`config.mk`:
```
export PLATFORM = sky130hd
export DESIGN_NAME = word_crc8_framer_deframer_core_flat
export DESIGN_NICKNAME = d
export VERILOG_FILES = /design/src/hw/rtl/wcf_pkg.sv /design/src/hw/rtl/wcf_if.sv /design/src/hw/rtl/wcf_front.sv /design/src/hw/rtl/wcf_fifo.sv /design/src/hw/rtl/wcf_back.sv /design/src/hw/rtl/word_crc8_framer_deframer_core.sv /design/src/flat_wrapper.sv
export SDC_FILE = /design/constraint.sdc
export NUM_CORES = 1
export LEC_CHECK = 0
export BUFFER_PORTS_ARGS = -buffer_cell sky130_fd_sc_hd__buf_4
export CAP_MARGIN = 0
export CORE_UTILIZATION = 59
export DETAILED_ROUTE_END_ITERATION = 7
export HOLD_SLACK_MARGIN = 0.08
export PLACE_DENSITY = 0.83
export SLEW_MARGIN = 10
export SYNTH_ARGS = -nofsm -noshare
export SYNTH_HDL_FRONTEND = slang
export SYNTH_HIERARCHICAL = 1
export SYNTH_SLANG_ARGS = --single-unit
```
`constraint.sdc`:
```
create_clock -name i_clk -period 5.9 [get_ports i_clk]
set_input_delay 0.59 -clock i_clk [delete_from_list [all_inputs] [get_ports i_clk]]
set_output_delay 0.59 -clock i_clk [all_outputs]
set_load 0.1 [all_outputs]
```
`src/hw/rtl/wcf_pkg.sv`:
```
// shared types, constants and crc helper for the word crc8 framer/deframer
`timescale 1ns / 1ps
`default_nettype none

package wcf_pkg;

    localparam int MAX_WORDS = 32;

    localparam int REQ_W   = 2;
    localparam int BYTE_W  = 8;
    localparam int WORD_W  = 16;
    localparam int KIND_W  = 2;
    localparam int COUNT_W = 6;

    // words_seen must hold MAX_WORDS and still feed the 6-bit count field
    localparam int SEEN_MIN_W = $clog2(MAX_WORDS + 1);
    localparam int SEEN_W     = (SEEN_MIN_W > COUNT_W) ? SEEN_MIN_W : COUNT_W;

    // configuration registers
    localparam int CFG_DATA_W = 32;
    localparam int CFG_ADDR_W = 3;
    localparam logic REG_POLY = 1'b0;
    localparam logic REG_INIT = 1'b1;
    localparam logic [BYTE_W-1:0] POLY_RESET = 8'h31;
    localparam logic [BYTE_W-1:0] INIT_RESET = 8'hFF;

    // request codes
    localparam logic [REQ_W-1:0] REQ_RX_BYTE = 2'd0;
    localparam logic [REQ_W-1:0] REQ_RX_END  = 2'd1;
    localparam logic [REQ_W-1:0] REQ_TX_CMD  = 2'd2;
    localparam logic [REQ_W-1:0] REQ_TX_ARG  = 2'd3;

    // result kinds
    localparam logic [KIND_W-1:0] KIND_WORD    = 2'd0;
    localparam logic [KIND_W-1:0] KIND_SUMMARY = 2'd1;
    localparam logic [KIND_W-1:0] KIND_TX_BYTE = 2'd2;

    typedef enum logic [1:0] {
        OP_RX_WORD,
        OP_SUMMARY,
        OP_TX_CMD,
        OP_TX_ARG
    } t_op;

    // work item handed from front to back
    typedef struct packed {
        t_op                op;
        logic [BYTE_W-1:0]  hi;
        logic [BYTE_W-1:0]  lo;
        logic [BYTE_W-1:0]  chk;
        logic [COUNT_W-1:0] count;
    } t_cmd;

    // msb-first crc-8 over one byte
    function automatic logic [BYTE_W-1:0] crc_byte(
        input logic [BYTE_W-1:0] poly,
        input logic [BYTE_W-1:0] crc_in,
        input logic [BYTE_W-1:0] data
    );
        logic [BYTE_W-1:0] crc;
        crc = crc_in ^ data;
        for (int k = 0; k < BYTE_W; k++) begin
            if (crc[BYTE_W-1]) begin
                crc = {crc[BYTE_W-2:0], 1'b0} ^ poly;
            end else begin
                crc = {crc[BYTE_W-2:0], 1'b0};
            end
        end
        return crc;
    endfunction

endpackage

`default_nettype wire

```
`src/hw/rtl/wcf_if.sv`:
```
// request and result channel interfaces
`timescale 1ns / 1ps
`default_nettype none

interface wcf_req_if;
    import wcf_pkg::*;
    logic                valid;
    logic                ready;
    logic [REQ_W-1:0]    req_type;
    logic [BYTE_W-1:0]   rx_byte;
    logic [WORD_W-1:0]   tx_word;

    modport source (output valid, output req_type, output rx_byte, output tx_word,
                    input ready);
    modport sink   (input valid, input req_type, input rx_byte, input tx_word,
                    output ready);
endinterface

interface wcf_res_if;
    import wcf_pkg::*;
    logic                valid;
    logic                ready;
    logic [KIND_W-1:0]   result_kind;
    logic [WORD_W-1:0]   word_out;
    logic [BYTE_W-1:0]   byte_out;
    logic                crc_ok;
    logic [COUNT_W-1:0]  words_count;
    logic                last_of_run;

    modport source (output valid, output result_kind, output word_out, output byte_out,
                    output crc_ok, output words_count, output last_of_run,
                    input ready);
    modport sink   (input valid, input result_kind, input word_out, input byte_out,
                    input crc_ok, input words_count, input last_of_run,
                    output ready);
endinterface

`default_nettype wire

```
`src/hw/rtl/wcf_front.sv`:
```
// front end: accepts requests, groups received bytes, issues work items
`timescale 1ns / 1ps
`default_nettype none

module wcf_front import wcf_pkg::*; (
    input  wire        i_clk,
    input  wire        i_rst_n,
    wcf_req_if.sink    i_req,
    input  wire        i_full,
    output logic       o_push,
    output t_cmd       o_cmd
);

    typedef enum logic [1:0] {
        PH_HIGH,
        PH_LOW,
        PH_CHECK
    } t_phase;

    t_phase              r_phase, n_phase;
    logic [BYTE_W-1:0]   r_held_high, n_held_high;
    logic [BYTE_W-1:0]   r_held_low, n_held_low;
    logic [SEEN_W-1:0]   r_words_seen, n_words_seen;
    logic                accept;
    logic [SEEN_W-1:0]   seen_inc;

    assign i_req.ready = !i_full;
    assign accept      = i_req.valid && !i_full;

    // saturating word count
    assign seen_inc = (r_words_seen < SEEN_W'(MAX_WORDS)) ?
                      r_words_seen + SEEN_W'(1) : r_words_seen;

    always_comb begin
        n_phase      = r_phase;
        n_held_high  = r_held_high;
        n_held_low   = r_held_low;
        n_words_seen = r_words_seen;
        o_push       = 1'b0;
        o_cmd.op     = OP_TX_CMD;
        o_cmd.hi     = i_req.tx_word[WORD_W-1:BYTE_W];
        o_cmd.lo     = i_req.tx_word[BYTE_W-1:0];
        o_cmd.chk    = i_req.rx_byte;
        o_cmd.count  = r_words_seen[COUNT_W-1:0];
        if (accept) begin
            case (i_req.req_type)
                REQ_RX_BYTE: begin
                    case (r_phase)
                        PH_LOW: begin
                            n_held_low = i_req.rx_byte;
                            n_phase    = PH_CHECK;
                        end
                        PH_CHECK: begin
                            o_push       = 1'b1;
                            o_cmd.op     = OP_RX_WORD;
                            o_cmd.hi     = r_held_high;
                            o_cmd.lo     = r_held_low;
                            o_cmd.count  = seen_inc[COUNT_W-1:0];
                            n_words_seen = seen_inc;
                            n_phase      = PH_HIGH;
                        end
                        default: begin
                            n_held_high = i_req.rx_byte;
                            n_phase     = PH_LOW;
                        end
                    endcase
                end
                REQ_RX_END: begin
                    o_push       = 1'b1;
                    o_cmd.op     = OP_SUMMARY;
                    n_phase      = PH_HIGH;
                    n_held_high  = '0;
                    n_held_low   = '0;
                    n_words_seen = '0;
                end
                REQ_TX_CMD: begin
                    o_push   = 1'b1;
                    o_cmd.op = OP_TX_CMD;
                end
                default: begin
                    o_push   = 1'b1;
                    o_cmd.op = OP_TX_ARG;
                end
            endcase
        end
    end

    always_ff @(posedge i_clk) begin
        if (!i_rst_n) begin
            r_phase      <= PH_HIGH;
            r_held_high  <= '0;
            r_held_low   <= '0;
            r_words_seen <= '0;
        end else begin
            r_phase      <= n_phase;
            r_held_high  <= n_held_high;
            r_held_low   <= n_held_low;
            r_words_seen <= n_words_seen;
        end
    end

endmodule

`default_nettype wire

```
`src/hw/rtl/wcf_fifo.sv`:
```
// two-entry queue of work items between front and back
`timescale 1ns / 1ps
`default_nettype none

module wcf_fifo import wcf_pkg::*; (
    input  wire   i_clk,
    input  wire   i_rst_n,
    input  wire   i_push,
    input  t_cmd  i_cmd,
    input  wire   i_pop,
    output logic  o_full,
    output logic  o_empty,
    output t_cmd  o_cmd
);

    t_cmd        r_mem [2];
    logic        r_wr_ptr, r_rd_ptr;
    logic [1:0]  r_count;
    logic        do_push, do_pop;

    assign o_full  = (r_count == 2'd2);
    assign o_empty = (r_count == 2'd0);
    assign do_push = i_push && !o_full;
    assign do_pop  = i_pop && !o_empty;
    assign o_cmd   = r_mem[r_rd_ptr];

    always_ff @(posedge i_clk) begin
        if (do_push) begin
            r_mem[r_wr_ptr] <= i_cmd;
        end
    end

    always_ff @(posedge i_clk) begin
        if (!i_rst_n) begin
            r_wr_ptr <= 1'b0;
            r_rd_ptr <= 1'b0;
            r_count  <= 2'd0;
        end else begin
            if (do_push) begin
                r_wr_ptr <= !r_wr_ptr;
            end
            if (do_pop) begin
                r_rd_ptr <= !r_rd_ptr;
            end
            case ({do_push, do_pop})
                2'b10:   r_count <= r_count + 2'd1;
                2'b01:   r_count <= r_count - 2'd1;
                default: r_count <= r_count;
            endcase
        end
    end

endmodule

`default_nettype wire

```
`src/hw/rtl/wcf_back.sv`:
```
// back end: runs work items, computes crc, drives the result register
`timescale 1ns / 1ps
`default_nettype none

module wcf_back import wcf_pkg::*; (
    input  wire               i_clk,
    input  wire               i_rst_n,
    input  wire [BYTE_W-1:0]  i_poly,
    input  wire [BYTE_W-1:0]  i_init,
    input  wire               i_empty,
    input  t_cmd              i_cmd,
    output logic              o_pop,
    wcf_res_if.source         o_res
);

    typedef enum logic [1:0] {
        STEP_HIGH,
        STEP_LOW,
        STEP_CRC
    } t_step;

    t_step               r_step, n_step;
    logic [BYTE_W-1:0]   r_crc, n_crc;
    logic                r_all, n_all;
    logic                r_valid, n_valid;
    logic [KIND_W-1:0]   r_kind, n_kind;
    logic [WORD_W-1:0]   r_word, n_word;
    logic [BYTE_W-1:0]   r_byte, n_byte;
    logic                r_ok, n_ok;
    logic [COUNT_W-1:0]  r_count, n_count;
    logic                r_last, n_last;
    logic                can_load;
    logic [BYTE_W-1:0]   crc_hi, crc_lo;
    logic                rx_ok;

    assign can_load = !r_valid || o_res.ready;
    assign crc_hi   = crc_byte(i_poly, i_init, i_cmd.hi);
    assign crc_lo   = crc_byte(i_poly, r_crc, i_cmd.lo);
    assign rx_ok    = (crc_lo == i_cmd.chk);

    always_comb begin
        n_step  = r_step;
        n_crc   = r_crc;
        n_all   = r_all;
        n_valid = r_valid && !o_res.ready;
        n_kind  = r_kind;
        n_word  = r_word;
        n_byte  = r_byte;
        n_ok    = r_ok;
        n_count = r_count;
        n_last  = r_last;
        o_pop   = 1'b0;
        if (!i_empty) begin
            case (i_cmd.op)
                OP_RX_WORD: begin
                    if (r_step == STEP_HIGH) begin
                        // first data byte folds in without a result
                        n_crc  = crc_hi;
                        n_step = STEP_LOW;
                    end else if (can_load) begin
                        n_valid = 1'b1;
                        n_kind  = KIND_WORD;
                        n_word  = {i_cmd.hi, i_cmd.lo};
                        n_byte  = '0;
                        n_ok    = rx_ok;
                        n_count = i_cmd.count;
                        n_last  = 1'b1;
                        n_all   = r_all && rx_ok;
                        n_step  = STEP_HIGH;
                        o_pop   = 1'b1;
                    end
                end
                OP_SUMMARY: begin
                    if (can_load) begin
                        n_valid = 1'b1;
                        n_kind  = KIND_SUMMARY;
                        n_word  = '0;
                        n_byte  = '0;
                        n_ok    = r_all;
                        n_count = i_cmd.count;
                        n_last  = 1'b1;
                        n_all   = 1'b1;
                        o_pop   = 1'b1;
                    end
                end
                default: begin
                    if (can_load) begin
                        n_valid = 1'b1;
                        n_kind  = KIND_TX_BYTE;
                        n_word  = '0;
                        n_ok    = 1'b0;
                        n_count = '0;
                        n_last  = 1'b0;
                        case (r_step)
                            STEP_HIGH: begin
                                n_byte = i_cmd.hi;
                                n_crc  = crc_hi;
                                n_step = STEP_LOW;
                            end
                            STEP_LOW: begin
                                n_byte = i_cmd.lo;
                                n_crc  = crc_lo;
                                if (i_cmd.op == OP_TX_CMD) begin
                                    // command words carry no crc byte
                                    n_last = 1'b1;
                                    n_step = STEP_HIGH;
                                    o_pop  = 1'b1;
                                end else begin
                                    n_step = STEP_CRC;
                                end
                            end
                            default: begin
                                n_byte = r_crc;
                                n_last = 1'b1;
                                n_step = STEP_HIGH;
                                o_pop  = 1'b1;
                            end
                        endcase
                    end
                end
            endcase
        end
    end

    always_ff @(posedge i_clk) begin
        r_crc   <= n_crc;
        r_kind  <= n_kind;
        r_word  <= n_word;
        r_byte  <= n_byte;
        r_ok    <= n_ok;
        r_count <= n_count;
        r_last  <= n_last;
        if (!i_rst_n) begin
            r_step  <= STEP_HIGH;
            r_all   <= 1'b1;
            r_valid <= 1'b0;
        end else begin
            r_step  <= n_step;
            r_all   <= n_all;
            r_valid <= n_valid;
        end
    end

    assign o_res.valid       = r_valid;
    assign o_res.result_kind = r_kind;
    assign o_res.word_out    = r_word;
    assign o_res.byte_out    = r_byte;
    assign o_res.crc_ok      = r_ok;
    assign o_res.words_count = r_count;
    assign o_res.last_of_run = r_last;

endmodule

`default_nettype wire

```
`src/hw/rtl/word_crc8_framer_deframer_core.sv`:
```
// top level of the crc-8 protected 16-bit word framer and deframer
//
//  channel   dir   handshake        carries
//  i_req     in    valid / ready    req_type, rx_byte, tx_word
//  o_res     out   valid / ready    result_kind, word_out, byte_out, crc_ok,
//                                   words_count, last_of_run
//  apb       in    psel/penable     crc_polynomial (0x0), crc_initial (0x4)
//
//  a request is taken whenever the two-entry work queue has room; results leave at
//  most one per cycle while o_res.ready holds; an argument word gives high, low and
//  crc bytes, a command word high and low, a received word its result after folding
//  in its high byte, a summary one; bytes held in a group take no queue slot
//  reset is synchronous and clears the receive state and the queue; no clearing pass
//  a stalled result register holds the back end, the queue then fills and
//  only after that does i_req.ready fall
`timescale 1ns / 1ps
`default_nettype none

module word_crc8_framer_deframer_core import wcf_pkg::*; (
    input  wire                     i_clk,
    input  wire                     i_rst_n,
    wcf_req_if.sink                 i_req,
    wcf_res_if.source               o_res,
    input  wire                     psel,
    input  wire                     penable,
    input  wire                     pwrite,
    input  wire [CFG_ADDR_W-1:0]    paddr,
    input  wire [CFG_DATA_W-1:0]    pwdata,
    output logic [CFG_DATA_W-1:0]   prdata,
    output logic                    pready
);

    // configuration registers
    logic [BYTE_W-1:0]  r_crc_poly;
    logic [BYTE_W-1:0]  r_crc_init;
    logic               cfg_write;
    logic               reg_sel;

    // front to back queue
    logic   push, pop, full, empty;
    t_cmd   front_cmd, head_cmd;

    assign pready    = 1'b1;
    assign reg_sel   = paddr[2];
    assign cfg_write = psel && penable && pwrite && pready;

    always_ff @(posedge i_clk) begin
        if (!i_rst_n) begin
            r_crc_poly <= POLY_RESET;
            r_crc_init <= INIT_RESET;
        end else if (cfg_write) begin
            // registers are only 8 bits wide, upper data bits are dropped
            if (reg_sel == REG_POLY) begin
                r_crc_poly <= pwdata[BYTE_W-1:0];
            end else begin
                r_crc_init <= pwdata[BYTE_W-1:0];
            end
        end
    end

    always_comb begin
        if (reg_sel == REG_INIT) begin
            prdata = {{(CFG_DATA_W-BYTE_W){1'b0}}, r_crc_init};
        end else begin
            prdata = {{(CFG_DATA_W-BYTE_W){1'b0}}, r_crc_poly};
        end
    end

    // byte grouping and request classification
    wcf_front u_front (
        .i_clk   (i_clk),
        .i_rst_n (i_rst_n),
        .i_req   (i_req),
        .i_full  (full),
        .o_push  (push),
        .o_cmd   (front_cmd)
    );

    wcf_fifo u_fifo (
        .i_clk   (i_clk),
        .i_rst_n (i_rst_n),
        .i_push  (push),
        .i_cmd   (front_cmd),
        .i_pop   (pop),
        .o_full  (full),
        .o_empty (empty),
        .o_cmd   (head_cmd)
    );

    // crc checking, byte serialization and result register
    wcf_back u_back (
        .i_clk   (i_clk),
        .i_rst_n (i_rst_n),
        .i_poly  (r_crc_poly),
        .i_init  (r_crc_init),
        .i_empty (empty),
        .i_cmd   (head_cmd),
        .o_pop   (pop),
        .o_res   (o_res)
    );

endmodule

`default_nettype wire

```
`src/flat_wrapper.sv`:
```
// flat-port wrapper written by rule: the top's interface ports become plain ports
module word_crc8_framer_deframer_core_flat import wcf_pkg::*;
  (i_clk, i_rst_n, psel, penable, pwrite, paddr, pwdata, prdata, pready, i_req_valid, i_req_req_type, i_req_rx_byte, i_req_tx_word, i_req_ready, o_res_valid, o_res_result_kind, o_res_word_out, o_res_byte_out, o_res_crc_ok, o_res_words_count, o_res_last_of_run, o_res_ready);
  wcf_req_if i_req_i ();
  wcf_res_if o_res_i ();
  input  wire i_clk;
  input  wire i_rst_n;
  input  wire psel;
  input  wire penable;
  input  wire pwrite;
  input  wire [CFG_ADDR_W-1:0] paddr;
  input  wire [CFG_DATA_W-1:0] pwdata;
  output logic [CFG_DATA_W-1:0] prdata;
  output logic pready;
  input wire logic [$bits(i_req_i.valid)-1:0] i_req_valid;
  input wire logic [$bits(i_req_i.req_type)-1:0] i_req_req_type;
  input wire logic [$bits(i_req_i.rx_byte)-1:0] i_req_rx_byte;
  input wire logic [$bits(i_req_i.tx_word)-1:0] i_req_tx_word;
  output wire logic [$bits(i_req_i.ready)-1:0] i_req_ready;
  output wire logic [$bits(o_res_i.valid)-1:0] o_res_valid;
  output wire logic [$bits(o_res_i.result_kind)-1:0] o_res_result_kind;
  output wire logic [$bits(o_res_i.word_out)-1:0] o_res_word_out;
  output wire logic [$bits(o_res_i.byte_out)-1:0] o_res_byte_out;
  output wire logic [$bits(o_res_i.crc_ok)-1:0] o_res_crc_ok;
  output wire logic [$bits(o_res_i.words_count)-1:0] o_res_words_count;
  output wire logic [$bits(o_res_i.last_of_run)-1:0] o_res_last_of_run;
  input wire logic [$bits(o_res_i.ready)-1:0] o_res_ready;
  assign i_req_i.valid = i_req_valid;
  assign i_req_i.req_type = i_req_req_type;
  assign i_req_i.rx_byte = i_req_rx_byte;
  assign i_req_i.tx_word = i_req_tx_word;
  assign i_req_ready = i_req_i.ready;
  assign o_res_valid = o_res_i.valid;
  assign o_res_result_kind = o_res_i.result_kind;
  assign o_res_word_out = o_res_i.word_out;
  assign o_res_byte_out = o_res_i.byte_out;
  assign o_res_crc_ok = o_res_i.crc_ok;
  assign o_res_words_count = o_res_i.words_count;
  assign o_res_last_of_run = o_res_i.last_of_run;
  assign o_res_i.ready = o_res_ready;
  word_crc8_framer_deframer_core u_core (.i_clk(i_clk), .i_rst_n(i_rst_n), .i_req(i_req_i), .o_res(o_res_i), .psel(psel), .penable(penable), .pwrite(pwrite), .paddr(paddr), .pwdata(pwdata), .prdata(prdata), .pready(pready));
endmodule
```
**Word-level counts from Yosys, hierarchy flattened**

Memory sizes are Yosys's and may differ from the RTL's. A register that Yosys moved wholly into a read port is not among the register bits.
Cells that the tools add are included.

- Memories: 1
- Word-level logic and storage cells: 190
- Flip-flop bits (word level): 90
- Memory bits (writable): 64

- Order comparisons: 1
- Equal/unequal tests: 17
- Reduce and logical (&&, ||, !) cells: 37
- Add/sub/neg operators: 3
- Mux-type cells: 91
- Bitwise logic cells: 21

Memory list:

| name | words | bits a word | read ports | clocked after Yosys merged registers in | wr ports | line | text |
|---|---|---|---|---|---|---|---|
| u_core.u_fifo.r_mem | 2 | 32 | 1 | 1 | 1 | wcf_fifo.sv:16 | `t_cmd r_mem [2];` |

Operators by type and width:

| cell | count |
|---|---|
| $mux W8 | 24 |
| $xor A8 B8 Y8 | 18 |
| $pmux W8 S2 | 6 |
| $mux W16 | 5 |
| $mux W6 | 7 |
| $mux W18 | 2 |
| $mux W1 | 26 |
| $pmux W2 S2 | 6 |
| $pmux W6 S2 | 2 |
| $mux W2 | 7 |
| $reduce_and A3 Y1 | 4 |
| $reduce_bool A2 Y1 | 6 |
| $eq A2 B1 Y1 const B | 5 |
| $eq A2 B2 Y1 const B | 5 |
| $ne A2 B2 Y1 const B | 5 |
| $pmux W1 S2 | 5 |
| $reduce_and A5 Y1 | 2 |
| $eq A8 B8 Y1 | 1 |
| $logic_not A2 Y1 | 4 |
| $reduce_and A4 Y1 | 2 |
| $logic_and A1 B1 Y1 | 7 |
| $add A6 B1 Y6 const B | 1 |
| $logic_not A1 Y1 | 6 |
| $lt A6 B6 Y1 const B | 1 |
| other kinds (9) | 13 |

**Longest topological paths before layout**

Gate-level depths: netlist of the first run.

- Depth after elaboration: 22
- Depth in mapped cells: 20
- Mapped depth without buffers: 15

**Cells and area by module**

The synthesis of the first run kept the hierarchy.

Modules (own cells, without submodules):

| module | area each (µm²) | cells an instance | times used |
|---|---|---|---|
| wcf_back | 5485.3 | 649 | 1 |
| wcf_fifo | 2537.4 | 126 | 1 |
| wcf_front | 1556.5 | 155 | 1 |
| word_crc8_framer_deframer_core | 1009.7 | 105 | 1 |

**Worst setup path before layout of the first run**

OpenSTA, ideal clock, no wires.

- Kind: reg2reg
- Start point: register with a tool-made name
- End point: register u_core.u_back.r_ok, in the netlist u_core/u_back/o_res.crc_ok (data pin)
- Setup time: 0.180 ns
- Setup slack: 0.757 ns
- Clock period less this slack: 5.143 ns
- Data required time: 5.720 ns
- Cell stages (with the launch flop): 19
- Data arrival time: 4.963 ns
- Cells stage by stage: dfxtp_1 clkbuf_1 buf_2 mux2_2 xnor2_2 nor2_1 a311oi_2 o211ai_2 nor3_4 nor2_2 a311o_1 o21ai_2 buf_4 mux2i_1 xor3_1 or4_4 a2111oi_4 o211ai_1 o41ai_2

RTL lines:

| item | line | text |
|---|---|---|
| end signal, assigned | wcf_back.sv:130 | `r_ok <= n_ok;` |
| end, declared | wcf_back.sv:29 | `logic r_ok, n_ok;` |

==> results of run 1 <==
## cell type report
cell class                 instances  area share, %
clock buffer                      22          4.091
clock inverter                    10         0.8434
inverter                          21         0.6642
multi-input combinational        787          49.67
sequential                       155          35.09
tap                              225          2.372
timing repair buffer             115          7.275
## path summary, 6_finish.rpt
path,from,to,slack [ns],depth (start not counted)
setup reg to reg,flop,u_core/u_back/o_res.crc_ok,0.32,15
setup / recovery,flop,u_core/u_back/o_res.crc_ok,0.32,15
hold reg to reg,u_core/u_back/r_all,u_core/u_back/r_all,0.50,2
hold / removal,i_req_rx_byte[5],u_core/u_fifo/r_mem[1][11],0.37,1
## logic make-up after synthesis
| family | count (synthesis) |
|---|---|
| fa+ha+maj | 5 |
| buf+inv | 116 |
| mux | 107 |
| flops | 155 |
| compound gates | 186 |
| xor+xnor | 123 |
| other cells | 2 |
| simple gates | 341 |
## state kept, by name, summed over array words and instances (netlist names), 2 cells and up, named ones only
name,flops
u_core/u_fifo/r_mem,64
u_core/u_back/o_res.word_out,16
u_core/r_crc_init,8
u_core/r_crc_poly,8
u_core/u_back/o_res.byte_out,8
u_core/u_back/r_crc,8
u_core/u_front/r_held_high,8
u_core/u_front/r_held_low,8
u_core/u_back/o_res.words_count,6
u_core/u_front/r_words_seen,6
u_core/u_back/o_res.result_kind,2
u_core/u_back/r_step,2
u_core/u_fifo/r_count,2
u_core/u_front/r_phase,2
## metrics by stage
stage | std cells | utilization (%) | hold WS (ns) | total power [mW] | cell area (um2)
6_report | 1335 | 68.14 | 0.3672 | 6.777 | 11870
5_1_grt | 1335 | 68.14 | 0.3610 | 7.091 | 11870
4_1_cts | 1335 | 68.10 | 0.3549 | 6.708 | 11860
3_5_place_dp | 1303 | 64.73 | 0.4827 | 5.605 | 11270
3_3_place_gp | 1303 | 64.73 | 0.4656 | 5.548 | 11270
2_1_floorplan | 1058 | - | 0.4441 | 4.729 | 10680
## worst max-delay path: stages (launching register included)
cell and delay [ns]:
dfxtp_1 0.46, mux2_1 0.49, xor2_1 0.30, nand3_2 0.24, a211o_1 0.43, o31ai_4 0.28
a311oi_4 0.08, xor2_1 0.35, xnor3_1 0.52, a2111oi_0 0.60, o21bai_2 0.25, nor3b_2 0.07
or4_4 0.53, a2111oi_4 0.36, o211ai_1 0.19, o41ai_2 0.23
## metal layers
layer | share of wire [%] | GRT usage (%) | vias up | wire (um)
met5 | 0 | 0 | - | 0
met4 | 3.0 | 11.98 | 0 | 814
met3 | 8.1 | 5.332 | 71 | 2160
met2 | 48 | 49.04 | 456 | 12870
met1 | 41 | 37.60 | 3863 | 10900
li1 | - | - | 3787 | -
## Yosys cell counts (20+ instances only)
cell | n | area (um2)
nand2_1 | 112 | 420.4
edfxtp_1 | 106 | 3183
xnor2_1 | 78 | 683.2
dfxtp_1 | 49 | 980.9
mux2i_1 | 49 | 490.5
nor2_1 | 46 | 172.7
nor2b_1 | 46 | 287.8
and2_1 | 40 | 250.2
mux2_2 | 37 | 416.7
o21ai_0 | 37 | 185.2
buf_4 | 36 | 270.3
clkbuf_1 | 35 | 131.4
nand3_1 | 26 | 130.1
xor2_1 | 24 | 210.2
a21oi_1 | 20 | 100.1
## power by group through the flow
stage / sequential, mW / clock [mW] / combinational (mW)
2_1_floorplan: 1.77 / 0 / 2.96
3_3_place_gp: 1.44 / 0 / 4.11
3_5_place_dp: 1.44 / 0 / 4.16
4_1_cts: 1.42 / 1.08 / 4.20
5_1_grt: 1.44 / 1.13 / 4.52
6_report: 1.42 / 1.08 / 4.27
## what timing repair did
| item | 4_1_cts | 5_1_grt |
|---|---|---|
| setup endpoints to repair | 0 | 1 |
| setup buffers | 0 | 0 |
| gates resized for setup | 0 | 1 |
==> flow_metrics.tcl, run 1 <==
set metrics [dict create \
    overflow 0 \
    cp-start-kind "flop" \
    worstPathRequired_ns 6.13 \
    final_common_cell "buf_4" \
    run_status "finished, final reports clean" \
    critPathKind "reg2reg" \
    synth-edff-count 106 \
    fin_crit_ns 5.579 \
    p_clk_share_pct 15.9 \
    synth_compound_area_share_pct 13.53 \
    multiInputGateArea_mm2 0.005894 \
    routed_via_density 6.125 \
    seqPwrFrac_pct 21.0 \
    setup_ws_ns 0.3206 \
    grt_use_total_pct 29.38 \
    ys_types 106 \
    fin_tns_setup_ns 0 \
    cts-root-buf "clkbuf_16" \
    setup_viol 0 \
    netSwitchingFraction_pct 45.49 \
    cts_tree "yes" \
    cts_made_buffers 17 \
    pwr-share-comb_pct 63.1 \
    grt_setup_unrepaired "false" \
    drtAntennaViolNets 0 \
    fill_cells 1280 \
    cts_hold_buf 0 \
    maxCapViolations 0 \
    core_area_mm2 0.01742 \
    worstMarginPinSlew_ns 1.154 \
    antenna_cells 0 \
    synth_xor_area_share_pct 12.61 \
    die_x_um 136.0 \
    drt_wl_total_um 26740 \
    p_leak_nw 4.460 \
    seq_area_frac_synth_pct 39.32 \
    clock_path_buffers 2 \
    grt_pass1_vias 7658 \
    p_int_mw 3.694 \
    regArea_mm2 0.004164 \
    htreeDepth 4 \
    dieArea_mm2 0.01849 \
    first_pass_iters 7 \
    synthesis.area_mm2 0.01059 \
    finClkSkew_ns 0.01287 \
    synthAdderAreaFrac_pct 0.5908 \
    postSynthCellCount 1035 \
    ys_seq_elements 155 \
    fp-row-count 48 \
    clkLatencyLatePin_ns 0.42 \
    async_reset_ff_share_pct 0 \
    io_buffers 85 \
    grt_pass1_wl_um 41200 \
    fin_crit_sh_pct 94.57 \
    final_cell_mix "buf_4, nand2_1, edfxtp_1" \
    grt_max_degree 63 \
    synth_ff_type "edfxtp_1" \
    synth_top_family_by_area "simple AND/OR/NAND/NOR gates" \
    initial_core_util_pct 60.80 \
    layout.nets 1170 \
    max_freq_ghz 0.1792 \
    worstHoldPathType "in2reg" \
    arrival_ns 5.81 \
    timing.final.max_slew_violations 0 \
    num_io_pins 137 \
    ys_warn_count 6 \
    dp_hpwl_um 18570 \
    avgRoutedWirePerCell_um 20.03 \
    slew_headroom_pct 22.45 \
    gp_congestion 0.8809 \
    hold_violations 0 \
    synth_simple_gate_area_share_pct 16.83 \
    synth_mux_area_share_pct 11.15 \
    grt_antenna_before_repair 0 \
    clock_sinks 155 \
    power.density_mw_per_mm2 571.1 \
    vias 8177 \
    crit_fanout 8 \
    die_y_um 136.0 \
    p_sw_mw 3.083 \
    avgSynthCellArea_um2 10.23 \
    dp_slack_ns 0.3519 \
    peakVddDrop_uv 859.9 \
    drc 0 \
    first_iter_violations 883 \
    area_growth_syn_to_layout_pct 12.08 \
    drive_above_1_share_pct 20.99 \
    clk_pin_slew_ns 0.06 \
    cp-end-kind "flop" \
]
Power figures use the tool's default switching activity.
==> run 2: changes to the inputs <==
--- a/config.mk
+++ b/config.mk
@@ -7,10 +7,10 @@
 export LEC_CHECK = 0
 export BUFFER_PORTS_ARGS = -buffer_cell sky130_fd_sc_hd__buf_4
 export CAP_MARGIN = 0
-export CORE_UTILIZATION = 59
+export CORE_UTILIZATION = 64
 export DETAILED_ROUTE_END_ITERATION = 7
 export HOLD_SLACK_MARGIN = 0.08
-export PLACE_DENSITY = 0.83
+export PLACE_DENSITY = 0.89
 export SLEW_MARGIN = 10
 export SYNTH_ARGS = -nofsm -noshare
 export SYNTH_HDL_FRONTEND = slang
==> constraint.sdc (replaced) <==
create_clock -name i_clk -period 6.5 [get_ports i_clk]
set_input_delay 0.65 -clock i_clk [delete_from_list [all_inputs] [get_ports i_clk]]
set_output_delay 0.65 -clock i_clk [all_outputs]
set_load 0.1 [all_outputs]
==> flow_metrics.tcl, run 2 (synthesis gave the netlist of run 1 again) <==
set metrics [dict create \
    clkLatencyLatePin_ns 0.43 \
    power.density_mw_per_mm2 515.7 \
    peakVddDrop_uv 344.0 \
    clock_sinks 155 \
    drtAntennaViolNets 0 \
    cp.buffers_inverters 2 \
    first_pass_iters 6 \
    slew_headroom_pct 19.51 \
    setup_viol 0 \
    holdWs_ns 0.4201 \
    fin_tns_setup_ns 0 \
    avgRoutedWirePerCell_um 21.69 \
    overflow 0 \
    final_core_util_pct 73.75 \
    area_growth_syn_to_layout_pct 11.44 \
    slowest_stage "a2111oi_1" \
    worstMarginPinSlew_ns 1.198 \
    drive_above_1_share_pct 20.02 \
    die_x_um 130.6 \
    final_common_cell "nand2_1" \
    io_buffers 85 \
    routed_via_density 6.475 \
    grt_use_total_pct 34.12 \
    grt_max_degree 63 \
    cts_made_buffers 17 \
    worstPathRequired_ns 6.65 \
    drt_wl_total_um 28630 \
    grt_setup_unrepaired "false" \
    max_freq_ghz 0.1690 \
    initial_core_util_pct 66.18 \
    grt_pass1_vias 7922 \
    fp-row-count 46 \
    grt_pass1_wl_um 43440 \
    fill_cells 1044 \
    vias 8547 \
    dp_hpwl_um 18840 \
    run_status "finished, final reports clean" \
    hold_violations 0 \
    p_leak_nw 4.418 \
    crit_family "compound AO/OA/AOI/OAI gates" \
    num_io_pins 137 \
    dieArea_mm2 0.01706 \
    cts_resized 0 \
    clk_pin_slew_ns 0.06 \
    cts_tree "yes" \
    crit_fanout 12 \
    critPathKind "reg2reg" \
    antenna_cells 0 \
    cpPeakStageDelay_ns 0.60 \
    fin_crit_sh_pct 91.01 \
    maxCapViolations 0 \
    drc 0 \
    clock_path_buffers 2 \
    die_y_um 130.6 \
    dpl_cell_area_mm2 0.01122 \
    cts_hold_buf 0 \
    worstHoldPathType "in2reg" \
    gp_congestion 0.9376 \
    top_register "u_core/u_fifo/r_mem" \
    final_cell_mix "nand2_1, buf_4, edfxtp_1" \
    first_iter_violations 1066 \
    grt_antenna_before_repair 0 \
    cp-end-kind "flop" \
    finClkSkew_ns 0.009873 \
    final_cell_area_mm2 0.01180 \
    path_cells "buf_4 -> mux2_2 -> xnor2_2 -> nor2_1 -> a311oi_2 -> o211a_1 -> nand3_1 -> a2111oi_1 -> o311ai_2 -> o21ai_2 -> a21oi_1 -> nor3b_2 -> nor2_1 -> buf_4 -> and4_1 -> a211oi_1 -> o41ai_2" \
    htreeDepth 4 \
    largest_reg_flops 64 \
    timing.final.max_slew_violations 0 \
    cts_setup_buffers 0 \
    fin_crit_ns 5.916 \
    cp-start-kind "flop" \
    core_area_mm2 0.01600 \
    cts-root-buf "clkbuf_16" \
    arrival_ns 6.06 \
    layout.nets 1164 \
]
## run 2: through the flow
step / cells / total power [mW] / setup WS (ns)
after CTS: 1320 / 5.984 / 0.7397
after detailed placement: 1288 / 4.966 / 0.8009
after global routing: 1320 / 6.321 / 0.3614
final: 1320 / 6.086 / 0.5841
after floorplan: 1058 / 4.292 / 1.357
after global placement: 1288 / 4.890 / 0.9268
## run 2: final cells by class
class                   count  area [um2]  share of cell area [%]
multi-input cells         787        5887                   49.89
flip-flops and latches    155        4164                   35.29
repair buffers            109       818.3                   6.935
clock buffers              19       432.9                   3.669
well taps                 216       270.3                   2.290
clock inverters            13       148.9                   1.262
inverters                  21       78.83                  0.6680
## run 2: power breakdown
part | switching (mW) | total, mW | internal [mW] | leakage (nW)
clock | 0.396 | 0.995 | 0.599 | 0.283
sequential | 0.0758 | 1.29 | 1.22 | 1.39
combinational | 2.31 | 3.80 | 1.49 | 2.74
total | 2.78 | 6.09 | 3.31 | 4.42
## run 2: worst paths after layout
| check | slack [ns] | cells after the start | startpoint | endpoint |
|---|---|---|---|---|
| worst max-delay path | 0.58 | 17 | flop | u_core/u_back/o_res.crc_ok |
| worst min-delay path | 0.42 | 1 | i_req_rx_byte[7] | u_core/u_fifo/r_mem[1][13] |
| worst max register to register | 0.58 | 17 | flop | u_core/u_back/o_res.crc_ok |
| worst min register to register | 0.51 | 2 | u_core/u_front/r_phase[1] | u_core/u_front/r_phase[1] |
## run 2: routing by layer
metal	global-route usage, %	wire, um	part of all wire (%)
met2	54.72	13660	48
met1	43.72	11030	39
met5	0	0	0
met3	7.695	2682	9.4
met4	16.84	1261	4.4
==> run 3: changes to the inputs <==
--- a/config.mk
+++ b/config.mk
@@ -7,10 +7,12 @@
 export LEC_CHECK = 0
 export BUFFER_PORTS_ARGS = -buffer_cell sky130_fd_sc_hd__buf_4
 export CAP_MARGIN = 0
-export CORE_UTILIZATION = 64
+export CELL_PAD_IN_SITES_DETAIL_PLACEMENT = 1
+export CELL_PAD_IN_SITES_GLOBAL_PLACEMENT = 1
+export CORE_UTILIZATION = 50
 export DETAILED_ROUTE_END_ITERATION = 7
 export HOLD_SLACK_MARGIN = 0.08
-export PLACE_DENSITY = 0.89
+export PLACE_DENSITY = 0.83
 export SLEW_MARGIN = 10
 export SYNTH_ARGS = -nofsm -noshare
 export SYNTH_HDL_FRONTEND = slang
==> flow_metrics.tcl, run 3 (synthesis gave the netlist of run 1 again) <==
set metrics [dict create \
    drt_wl_total_um 33330 \
    grt_max_degree 63 \
    cts_hold_buf 0 \
    cts-root-buf "clkbuf_16" \
    top_register "u_core/u_fifo/r_mem" \
    regArea_mm2 0.004164 \
    dpl_cell_area_mm2 0.01132 \
    path_cells "buf_4 -> mux2_2 -> xor2_1 -> nand3_1 -> a311oi_1 -> o21ai_0 -> xnor2_1 -> a2bb2o_1 -> o21a_1 -> or3_1 -> xnor3_1 -> xnor2_1 -> nor2_1 -> o2bb2ai_1 -> a221o_1" \
    peakVddDrop_uv 309.6 \
    worstMarginPinSlew_ns 0.8351 \
    final_core_util_pct 57.98 \
    initial_core_util_pct 51.67 \
    final_cell_mix "buf_4, nand2_1, edfxtp_1" \
    largest_reg_flops 64 \
    dp_hpwl_um 22430 \
    cts_made_buffers 17 \
    cts_setup_buffers 0 \
    crit_top_cell "xnor2_1" \
    arrival_ns 6.26 \
    power.density_mw_per_mm2 518.3 \
    netSwitchingFraction_pct 46.81 \
    hold_violations 0 \
    clkLatencyLatePin_ns 0.44 \
    p_int_mw 3.276 \
    holdWs_ns 0.3940 \
    pwr-share-comb_pct 63.2 \
    cpPeakStageDelay_ns 0.56 \
    grt_pass1_wl_um 51040 \
    cp-end-kind "flop" \
    run_status "finished, final reports clean" \
    crit_family "XOR/XNOR gates" \
    first_iter_violations 694 \
    cp.buffers_inverters 1 \
    clk_pin_slew_ns 0.07 \
    grt_antenna_before_repair 0 \
    layout.nets 1169 \
    fin_crit_ns 6.085 \
    vias 8413 \
    critPathKind "reg2reg" \
    drc 0 \
    multiInputGateArea_mm2 0.005887 \
    grt_setup_unrepaired "false" \
    crit_fanout 12 \
    cp-start-kind "flop" \
    fin_tns_setup_ns 0 \
    num_io_pins 137 \
    drtAntennaViolNets 0 \
    timing.final.max_slew_violations 0 \
    setup_viol 0 \
    fin_crit_sh_pct 93.61 \
    io_buffers 85 \
    antenna_cells 0 \
    first_pass_iters 5 \
    final_common_cell "buf_4" \
    finClkSkew_ns 0.01320 \
    grt_use_total_pct 31.24 \
    max_freq_ghz 0.1643 \
    drive_above_1_share_pct 20.65 \
    die_y_um 147.5 \
    p_leak_nw 4.431 \
    die_x_um 147.5 \
    htreeDepth 4 \
    clock_sinks 155 \
    fill_cells 2231 \
    top_layer "met4" \
    worstPathRequired_ns 6.68 \
    dieArea_mm2 0.02176 \
    slowest_stage "dfxtp_1" \
    p_clk_share_pct 15.8 \
    p_sw_mw 2.883 \
    gp_congestion 0.9038 \
    overflow 0 \
    maxCapViolations 0 \
    drt-met1-wl_um 13810 \
    core_area_mm2 0.02049 \
    area_growth_syn_to_layout_pct 12.22 \
    fp-row-count 52 \
    avgRoutedWirePerCell_um 24.17 \
    wl_met3_um 1879 \
    cts_resized 0 \
    grt_pass1_vias 8674 \
    clock_path_buffers 2 \
    seqPwrFrac_pct 21.0 \
    wl_met2_um 16380 \
    final_cell_area_mm2 0.01188 \
    routed_via_density 6.101 \
    worstHoldPathType "in2reg" \
    power_mw 6.159 \
    cts_tree "yes" \
    slew_headroom_pct 44.26 \
]
[run 3: metrics by stage]
stage,instances,setup slack [ns]
2_1_floorplan,1058,1.357
3_3_place_gp,1347,0.8106
3_5_place_dp,1347,0.6876
4_1_cts,1379,0.5702
5_1_grt,1379,0.2744
6_report,1379,0.4152
[run 3: worst paths after layout]
| path | start | endpoint | slack (ns) | cells after the start |
|---|---|---|---|---|
| worst max-delay path | flop | u_core/u_back/r_crc[1] | 0.42 | 15 |
| worst min-delay path | i_req_rx_byte[2] | u_core/u_fifo/r_mem[1][8] | 0.39 | 1 |
| worst max register to register | flop | u_core/u_back/r_crc[1] | 0.42 | 15 |
| worst min register to register | u_core/u_back/r_all | u_core/u_back/r_all | 0.50 | 2 |
[run 3: power by group through the flow]
stage / Sequential, mW / Combinational, mW / Clock, mW
after global placement: 1.30 / 3.72 / 0
after CTS: 1.29 / 3.87 / 0.985
after floorplan: 1.60 / 2.69 / 0
after global routing: 1.30 / 4.13 / 1.02
final: 1.29 / 3.89 / 0.973
after detailed placement: 1.31 / 3.82 / 0
[run 3: routing by layer]
metal / vias up / global-route usage [%]
li1: 3774 / -
met1: 4248 / 38.71
met2: 314 / 52.29
met3: 77 / 6.389
met4: 0 / 14.48
met5: - / 0
[run 3: final cells by class]
cell class,instances,area share [%]
well taps,270,2.843
clock inverters,8,0.4633
clock buffers,24,4.243
multi-input cells,787,49.54
repair buffers,114,7.202
flip-flops and latches,155,35.04
inverters,21,0.6634
